$ cat src/rtl/jst_pkg.sv
// Shared types, codes and constants of the JSON subset tokenizer.
`default_nettype none

package jst_pkg;

    // Field widths of the request and result channels.
    localparam int BYTE_W  = 8;
    localparam int KIND_W  = 5;
    localparam int DEPTH_W = 6;
    localparam int ERR_W   = 2;

    // Default limit on object nesting.
    localparam int MAX_NEST_DEPTH_DEF = 32;

    // Characters the grammar knows.
    localparam logic [BYTE_W-1:0] CH_TAB    = 8'h09;
    localparam logic [BYTE_W-1:0] CH_LF     = 8'h0A;
    localparam logic [BYTE_W-1:0] CH_CR     = 8'h0D;
    localparam logic [BYTE_W-1:0] CH_SPACE  = 8'h20;
    localparam logic [BYTE_W-1:0] CH_LBRACE = 8'h7B;
    localparam logic [BYTE_W-1:0] CH_RBRACE = 8'h7D;
    localparam logic [BYTE_W-1:0] CH_QUOTE  = 8'h22;
    localparam logic [BYTE_W-1:0] CH_COLON  = 8'h3A;
    localparam logic [BYTE_W-1:0] CH_LBRACK = 8'h5B;
    localparam logic [BYTE_W-1:0] CH_RBRACK = 8'h5D;
    localparam logic [BYTE_W-1:0] CH_COMMA  = 8'h2C;

    // Token kinds reported with each byte.
    typedef enum logic [KIND_W-1:0] {
        TK_SKIP        = 5'd0,
        TK_OBJ_OPEN    = 5'd1,
        TK_KEY_QUOTE   = 5'd2,
        TK_KEY_CHAR    = 5'd3,
        TK_KEY_END     = 5'd4,
        TK_COLON       = 5'd5,
        TK_VAL_QUOTE   = 5'd6,
        TK_VAL_CHAR    = 5'd7,
        TK_VAL_END     = 5'd8,
        TK_LIST_OPEN   = 5'd9,
        TK_ITEM_QUOTE  = 5'd10,
        TK_ITEM_CHAR   = 5'd11,
        TK_ITEM_END    = 5'd12,
        TK_ITEM_COMMA  = 5'd13,
        TK_LIST_CLOSE  = 5'd14,
        TK_MEMB_COMMA  = 5'd15,
        TK_OBJ_CLOSE   = 5'd16
    } tok_kind_t;

    // Error codes, sticky within a document.
    typedef enum logic [ERR_W-1:0] {
        ERR_NONE   = 2'd0,
        ERR_FORMAT = 2'd1,
        ERR_DEPTH  = 2'd2
    } err_code_t;

    // Parser states.
    typedef enum logic [3:0] {
        PS_OPEN       = 4'd0,
        PS_KEY_OR_END = 4'd1,
        PS_SEEK_KEY   = 4'd2,
        PS_IN_KEY     = 4'd3,
        PS_COLON      = 4'd4,
        PS_VALUE      = 4'd5,
        PS_ITEM_Q     = 4'd6,
        PS_IN_STR     = 4'd7,
        PS_ITEM_SEP   = 4'd8,
        PS_MEMB_SEP   = 4'd9,
        PS_CLOSED     = 4'd10
    } parse_state_t;

    // Complete scanner state carried from byte to byte.
    typedef struct packed {
        parse_state_t        ps;
        logic [DEPTH_W-1:0]  nest;
        logic                in_list;
        err_code_t           err;
    } scan_state_t;

    localparam scan_state_t SCAN_RESET = '{
        ps:      PS_OPEN,
        nest:    '0,
        in_list: 1'b0,
        err:     ERR_NONE
    };

endpackage

`default_nettype wire

$ cat src/rtl/jst_step.sv
// Next-state and token-kind logic for one byte of the tokenizer.
`default_nettype none

module jst_step
    import jst_pkg::*;
#(
    parameter int MAX_NEST_DEPTH = MAX_NEST_DEPTH_DEF
) (
    input  scan_state_t       cur,
    input  logic [BYTE_W-1:0] data,
    output scan_state_t       nxt,
    output tok_kind_t         kind
);

    localparam logic [DEPTH_W-1:0] DepthLimit = DEPTH_W'(MAX_NEST_DEPTH);

    logic blank;
    logic fail;

    assign blank = (data == CH_TAB) || (data == CH_LF) || (data == CH_CR) ||
                   (data == CH_SPACE);

    // One transition of the parser; errors freeze the state until the end.
    always_comb
    begin
        nxt  = cur;
        kind = TK_SKIP;
        fail = 1'b0;
        if (cur.err == ERR_NONE && !blank)
        begin
            unique case (cur.ps)
                PS_OPEN:
                begin
                    if (data == CH_LBRACE)
                    begin
                        nxt.ps = PS_KEY_OR_END;
                        kind   = TK_OBJ_OPEN;
                    end
                    else
                    begin
                        fail = 1'b1;
                    end
                end
                PS_KEY_OR_END, PS_MEMB_SEP:
                begin
                    if (data == CH_QUOTE && cur.ps == PS_KEY_OR_END)
                    begin
                        nxt.ps = PS_IN_KEY;
                        kind   = TK_KEY_QUOTE;
                    end
                    else if (data == CH_COMMA && cur.ps == PS_MEMB_SEP)
                    begin
                        nxt.ps = PS_SEEK_KEY;
                        kind   = TK_MEMB_COMMA;
                    end
                    else if (data == CH_RBRACE)
                    begin
                        // Closing the outermost object ends the document body.
                        if (cur.nest == '0)
                        begin
                            nxt.ps = PS_CLOSED;
                        end
                        else
                        begin
                            nxt.nest = cur.nest - 1'b1;
                            nxt.ps   = PS_MEMB_SEP;
                        end
                        kind = TK_OBJ_CLOSE;
                    end
                    else
                    begin
                        fail = 1'b1;
                    end
                end
                PS_SEEK_KEY:
                begin
                    // Anything before the next key quote is ignored.
                    if (data == CH_QUOTE)
                    begin
                        nxt.ps = PS_IN_KEY;
                        kind   = TK_KEY_QUOTE;
                    end
                end
                PS_IN_KEY:
                begin
                    if (data == CH_QUOTE)
                    begin
                        nxt.ps = PS_COLON;
                        kind   = TK_KEY_END;
                    end
                    else
                    begin
                        kind = TK_KEY_CHAR;
                    end
                end
                PS_COLON:
                begin
                    if (data == CH_COLON)
                    begin
                        nxt.ps = PS_VALUE;
                        kind   = TK_COLON;
                    end
                    else
                    begin
                        fail = 1'b1;
                    end
                end
                PS_VALUE:
                begin
                    if (data == CH_QUOTE)
                    begin
                        nxt.ps = PS_IN_STR;
                        kind   = TK_VAL_QUOTE;
                    end
                    else if (data == CH_LBRACK)
                    begin
                        nxt.in_list = 1'b1;
                        nxt.ps      = PS_ITEM_Q;
                        kind        = TK_LIST_OPEN;
                    end
                    else if (data == CH_LBRACE)
                    begin
                        // A nested object beyond the limit is a depth error.
                        if (cur.nest >= DepthLimit)
                        begin
                            nxt.err = ERR_DEPTH;
                        end
                        else
                        begin
                            nxt.nest = cur.nest + 1'b1;
                            nxt.ps   = PS_KEY_OR_END;
                            kind     = TK_OBJ_OPEN;
                        end
                    end
                    else
                    begin
                        fail = 1'b1;
                    end
                end
                PS_ITEM_Q:
                begin
                    if (data == CH_QUOTE)
                    begin
                        nxt.ps = PS_IN_STR;
                        kind   = TK_ITEM_QUOTE;
                    end
                    else
                    begin
                        fail = 1'b1;
                    end
                end
                PS_IN_STR:
                begin
                    if (cur.in_list)
                    begin
                        if (data == CH_QUOTE)
                        begin
                            nxt.ps = PS_ITEM_SEP;
                            kind   = TK_ITEM_END;
                        end
                        else
                        begin
                            kind = TK_ITEM_CHAR;
                        end
                    end
                    else if (data == CH_QUOTE)
                    begin
                        nxt.ps = PS_MEMB_SEP;
                        kind   = TK_VAL_END;
                    end
                    else
                    begin
                        kind = TK_VAL_CHAR;
                    end
                end
                PS_ITEM_SEP:
                begin
                    if (data == CH_COMMA)
                    begin
                        nxt.ps = PS_ITEM_Q;
                        kind   = TK_ITEM_COMMA;
                    end
                    else if (data == CH_RBRACK)
                    begin
                        nxt.in_list = 1'b0;
                        nxt.ps      = PS_MEMB_SEP;
                        kind        = TK_LIST_CLOSE;
                    end
                    else
                    begin
                        fail = 1'b1;
                    end
                end
                default:
                begin
                    // The closed state and unused codes accept nothing.
                    fail = 1'b1;
                end
            endcase
            if (fail)
            begin
                nxt      = cur;
                nxt.err  = ERR_FORMAT;
                kind     = TK_SKIP;
            end
        end
    end

endmodule

`default_nettype wire

$ cat config.mk
export PLATFORM = sky130hd
export DESIGN_NAME = jst_step
export DESIGN_NICKNAME = d
export VERILOG_FILES = /design/src/rtl/jst_pkg.sv /design/src/rtl/jst_step.sv
export SDC_FILE = /design/constraint.sdc
export NUM_CORES = 1
export LEC_CHECK = 0
export BUFFER_PORTS_ARGS = -buffer_cell sky130_fd_sc_hd__buf_2
export CORE_ASPECT_RATIO = 1.75
export CORE_MARGIN = 2
export CORE_UTILIZATION = 49
export DETAILED_ROUTE_END_ITERATION = 8
export PLACE_DENSITY_LB_ADDON = 0.12
export SYNTH_ARGS = -nofsm -noshare
export SYNTH_HDL_FRONTEND = slang
export SYNTH_SLANG_ARGS = --single-unit
$ cat constraint.sdc
create_clock -name vclk -period 2.4
set_input_delay 0.36 -clock vclk [all_inputs]
set_output_delay 0.36 -clock vclk [all_outputs]
set_load 0.1 [all_outputs]
==> impl_results.md, run 1 <==
- Width of the die: ~43 um
- Cells after Synth: 201
- Hold_buf cts: 0
- Cell area after synthesis: 1313 um^2
- Warnings from Yosys: 0
- I/O pins: 39
- Std-Cell Rows: 24
- DPL Wire Length: 6.320 mm
- Run status: stopped before the end
- Die Ht: 72.47 um
- Most area-consuming cells after synthesis: a21oi_1 6.5%, nor2_1 5.1%, nand2_1 4.6%, o21ai_0 4.2%, ha_1 3.8%
- Stop err: [ERROR DPL-0038] Utilization greater than 100%, impossible to legalize
- Synth area leader: a21oi_1
- Yosys top cell area share: 0.06482
- Syn_nets: 226
- Port Buffers: 39
- Syn avg cell area: 6.530 um^2
- Resized cells post-CTS: 49
- Initial Utilization: 0.5203
- Setup Fix Bufs, Post-CTS: 9
- Routability congestion estimate: 1.146
- Post-synth cell types: 59
- Post-synthesis sequential area ratio: 0
- Halt Stage: clock tree synthesis
- Placed cell areas: 2420 um^2
[cells in the mapped netlist (5+ instances only)]
| cell | count |
|---|---|
| nor2_1 | 18 |
| a21oi_1 | 17 |
| nand2_1 | 16 |
| o21ai_0 | 11 |
| clkbuf_1 | 8 |
| a31oi_1 | 7 |
| nor4_1 | 7 |
| inv_1 | 6 |
| nand4_1 | 6 |
| nor2b_1 | 6 |
| and2_1 | 5 |
| buf_2 | 5 |
| nand3_1 | 5 |
[per-stage QoR]
stage               cells  worst slack [ps]  hold WS [ps]
global placement      320            -374.3          1103
floorplan             201            -380.1         941.9
detailed placement    320            -618.8          1118
[kinds of logic after synthesis]
logic type | count (synthesis) | synth area share
adders and majority gates | 4 | 0.03813
and+or+nand+nor | 103 | 0.4976
AOI/OAI and AO/OA | 69 | 0.3642
muxes | 1 | 0.007627
buffers and inverters | 22 | 0.07912
xor gates and xnor gates | 2 | 0.01335
==> inputs of run 2 (changes only) <==
--- a/config.mk
+++ b/config.mk
@@ -6,11 +6,10 @@
 export NUM_CORES = 1
 export LEC_CHECK = 0
 export BUFFER_PORTS_ARGS = -buffer_cell sky130_fd_sc_hd__buf_2
-export CORE_ASPECT_RATIO = 1.75
 export CORE_MARGIN = 2
-export CORE_UTILIZATION = 49
+export CORE_UTILIZATION = 34
 export DETAILED_ROUTE_END_ITERATION = 8
-export PLACE_DENSITY_LB_ADDON = 0.12
+export PLACE_DENSITY_LB_ADDON = 0.15
 export SYNTH_ARGS = -nofsm -noshare
 export SYNTH_HDL_FRONTEND = slang
 export SYNTH_SLANG_ARGS = --single-unit
==> constraint.sdc (replaced) <==
create_clock -name vclk -period 3.12
set_input_delay 0.468 -clock vclk [all_inputs]
set_output_delay 0.468 -clock vclk [all_outputs]
set_load 0.1 [all_outputs]
==> impl_results.md, run 2 <==
- Port Buffers: 39 (unchanged)
- Cell with the most instances after synthesis: nor2_1
- Post-synth cell types: 59 (unchanged)
- Crit-path max cell delay: 560 ps
- Final Cycle Share: 0.9885
- Worst vdd ir: 0.00007892 V
- Core footprint: 3689 um^2
- Sequential Area: 0 um^2
- Via Count: 1,826
- Placed cell areas: 1963 um^2 (-19%)
- Final core utilization: 0.5726
- WS Path Type: in2out
- Most frequent cells in the layout: 30 x buf_4, 22 x buf_2, 18 x nor2_1
- Total power: 0.2809 mW
- Worst Path Max Fanout: 6
- Cells after Synth: 201 (unchanged)
- Width of the die: 66.13 um (+53%)
- Final Hold Vio Count: 0
- Std-Cell Rows: 22 (-8.3%)
- CP max-delay cell: or4_4
- HP Class: in2out
- Worst EP required: 2650 ps
- P&R area growth vs syn: 60.92%
- Worst setup SP type: input pin
- Max Cap Viol: 0
- Filler instances: approximately 370
- Warnings from Yosys: 0 (unchanged)
- WL/cell: 15.46 um
- Commonest cells post-synth: 18 x nor2_1, 17 x a21oi_1, 16 x nand2_1
- Post-route cell area: 2112 um^2
- Synth area leader: a21oi_1
- Pre-antenna DRT Iters: 4
- GRT Resource Usage Total: 0.2147
- Max-slew headroom: 0.6509
- LEAKAGE: 0.7875 nW
- DR iter-0 viols: between 100 and 150
- Initial antenna violation count: 0
- Cell area after synthesis: 1313 um^2 (unchanged)
- Tmin final: ~3100 ps
- Total wire length: 4.732 mm
- Final setup fails: 0
- DPL Wire Length: 3.719 mm (-41%)
- Most area-consuming cells after synthesis: a21oi_1 6.5%, nor2_1 5.1%, nand2_1 4.6%, o21ai_0 4.2%, ha_1 3.8%
- # diodes: 0
- FFs & Latches: 0
- Fin. max-slew vios: 0
- Slew @ Worst Pin: 518.2 ps
- Largest net degree at the start of global routing: 15
- Power Dens Cells: around 130 nW/um^2
- Most common cell after layout, fill and taps aside: buf_4
- F_max: 324.2 MHz
- WP data arrival: 2620 ps
- Setup TNS: 0 ps
- Die Ht: 66.13 um (-8.7%)
- CP cell instances: buf_12 -> buf_6 -> and4b_1 -> buf_6 -> nand3_4 -> or4_4 -> or4_1 -> o21ai_2 -> o31ai_4 -> buf_12
- Fin worst setup slack: 35.95 ps
- Post-route ant nets: 0
- I/O pins: 39 (unchanged)
- Die ar.: ~4400 um^2
- Gr ovfl total: 0
- Yosys top cell area share: 0.06482 (unchanged)
- Hold_buf cts: 0 (unchanged)
- Clock buffer count: 0
- Routability congestion estimate: 0.8545 (-25%)
- DRC: 0
- CP endpoint kind: output pin
- Syn_nets: 226 (unchanged)
- Syn avg cell area: 6.530 um^2 (unchanged)
- Final nets: 285
- Post-synthesis sequential area ratio: 0 (unchanged)
- Routed vias/inst: 5.967
- Pre-CTS setup slack: -37.86 ps (+580.9 ps)
- First-pass GRT wire length: 7.638 mm
- RSZ-0062 raised after global routing: true
- Layout cells sized above 1: 0.3798
- Run status: complete, no violations
- Initial Utilization: 0.3558 (-0.1645)
- Vias in the first global route: ~1,600
[run 2: cell counts after synthesis]
Identical to the previous run, type by type.
[run 2: per-layer routing]
metal,wire length [um],GRT usage,vias up
li1,-,-,897
met4,10,0.01786,0
met5,0,0,-
met1,2230,0.3262,860
met2,2240,0.3475,67
met3,250,0.005111,2
[run 2: through the flow]
stage,hold WS (ps),std cells
floorplan,1158,201
global placement,1367,301
detailed placement,1373,301
CTS,1373,301
global route,1381,306
finish,1364,306
[run 2: final cells by class]
class                           count  area [um^2]  area share
Multi-Input combinational cell    179         1338      0.6333
Inverter                            6        22.52     0.01066
Timing Repair Buffer               73        691.9      0.3276
Tap cell                           48        60.06     0.02844
[run 2: logic make-up after synthesis]
kind of cell               Yosys count  share of synthesized area
muxes                                1                   0.007627
xor gates and xnor gates             2                    0.01335
and+or+nand+nor                    103                     0.4976
buffers and inverters               22                    0.07912
AOI/OAI and AO/OA                   69                     0.3642
adders and majority gates            4                    0.03813
[run 2: where the power goes]
part	internal (mW)	leakage (nW)	switching (mW)
Sequential	0	0	0
Clock	0	0	0
Combinational	0.101	0.787	0.180
Total	0.101	0.787	0.180
[run 2: path summary, 6_finish.rpt]
check	startpoint	end	slack (ps)	cells past startpoint
max	data[7]	nxt[8]	40	10
min	cur[3]	nxt[3]	1360	3
[run 2: timing repair]
item | in CTS | in global routing
setup endpoints to repair | 2 | 7
pin swaps | 0 | 7
buffers inserted | 0 | 5
gates resized for setup | 1 | 24
[run 2: worst max-delay path, delay by kind of cell]
| family | cells | cell delay, ps |
|---|---|---|
| buf+inv | 4 | 520 |
| simple gates | 4 | 1360 |
| compound gates | 2 | 270 |
(Power assumes the default switching activity.)
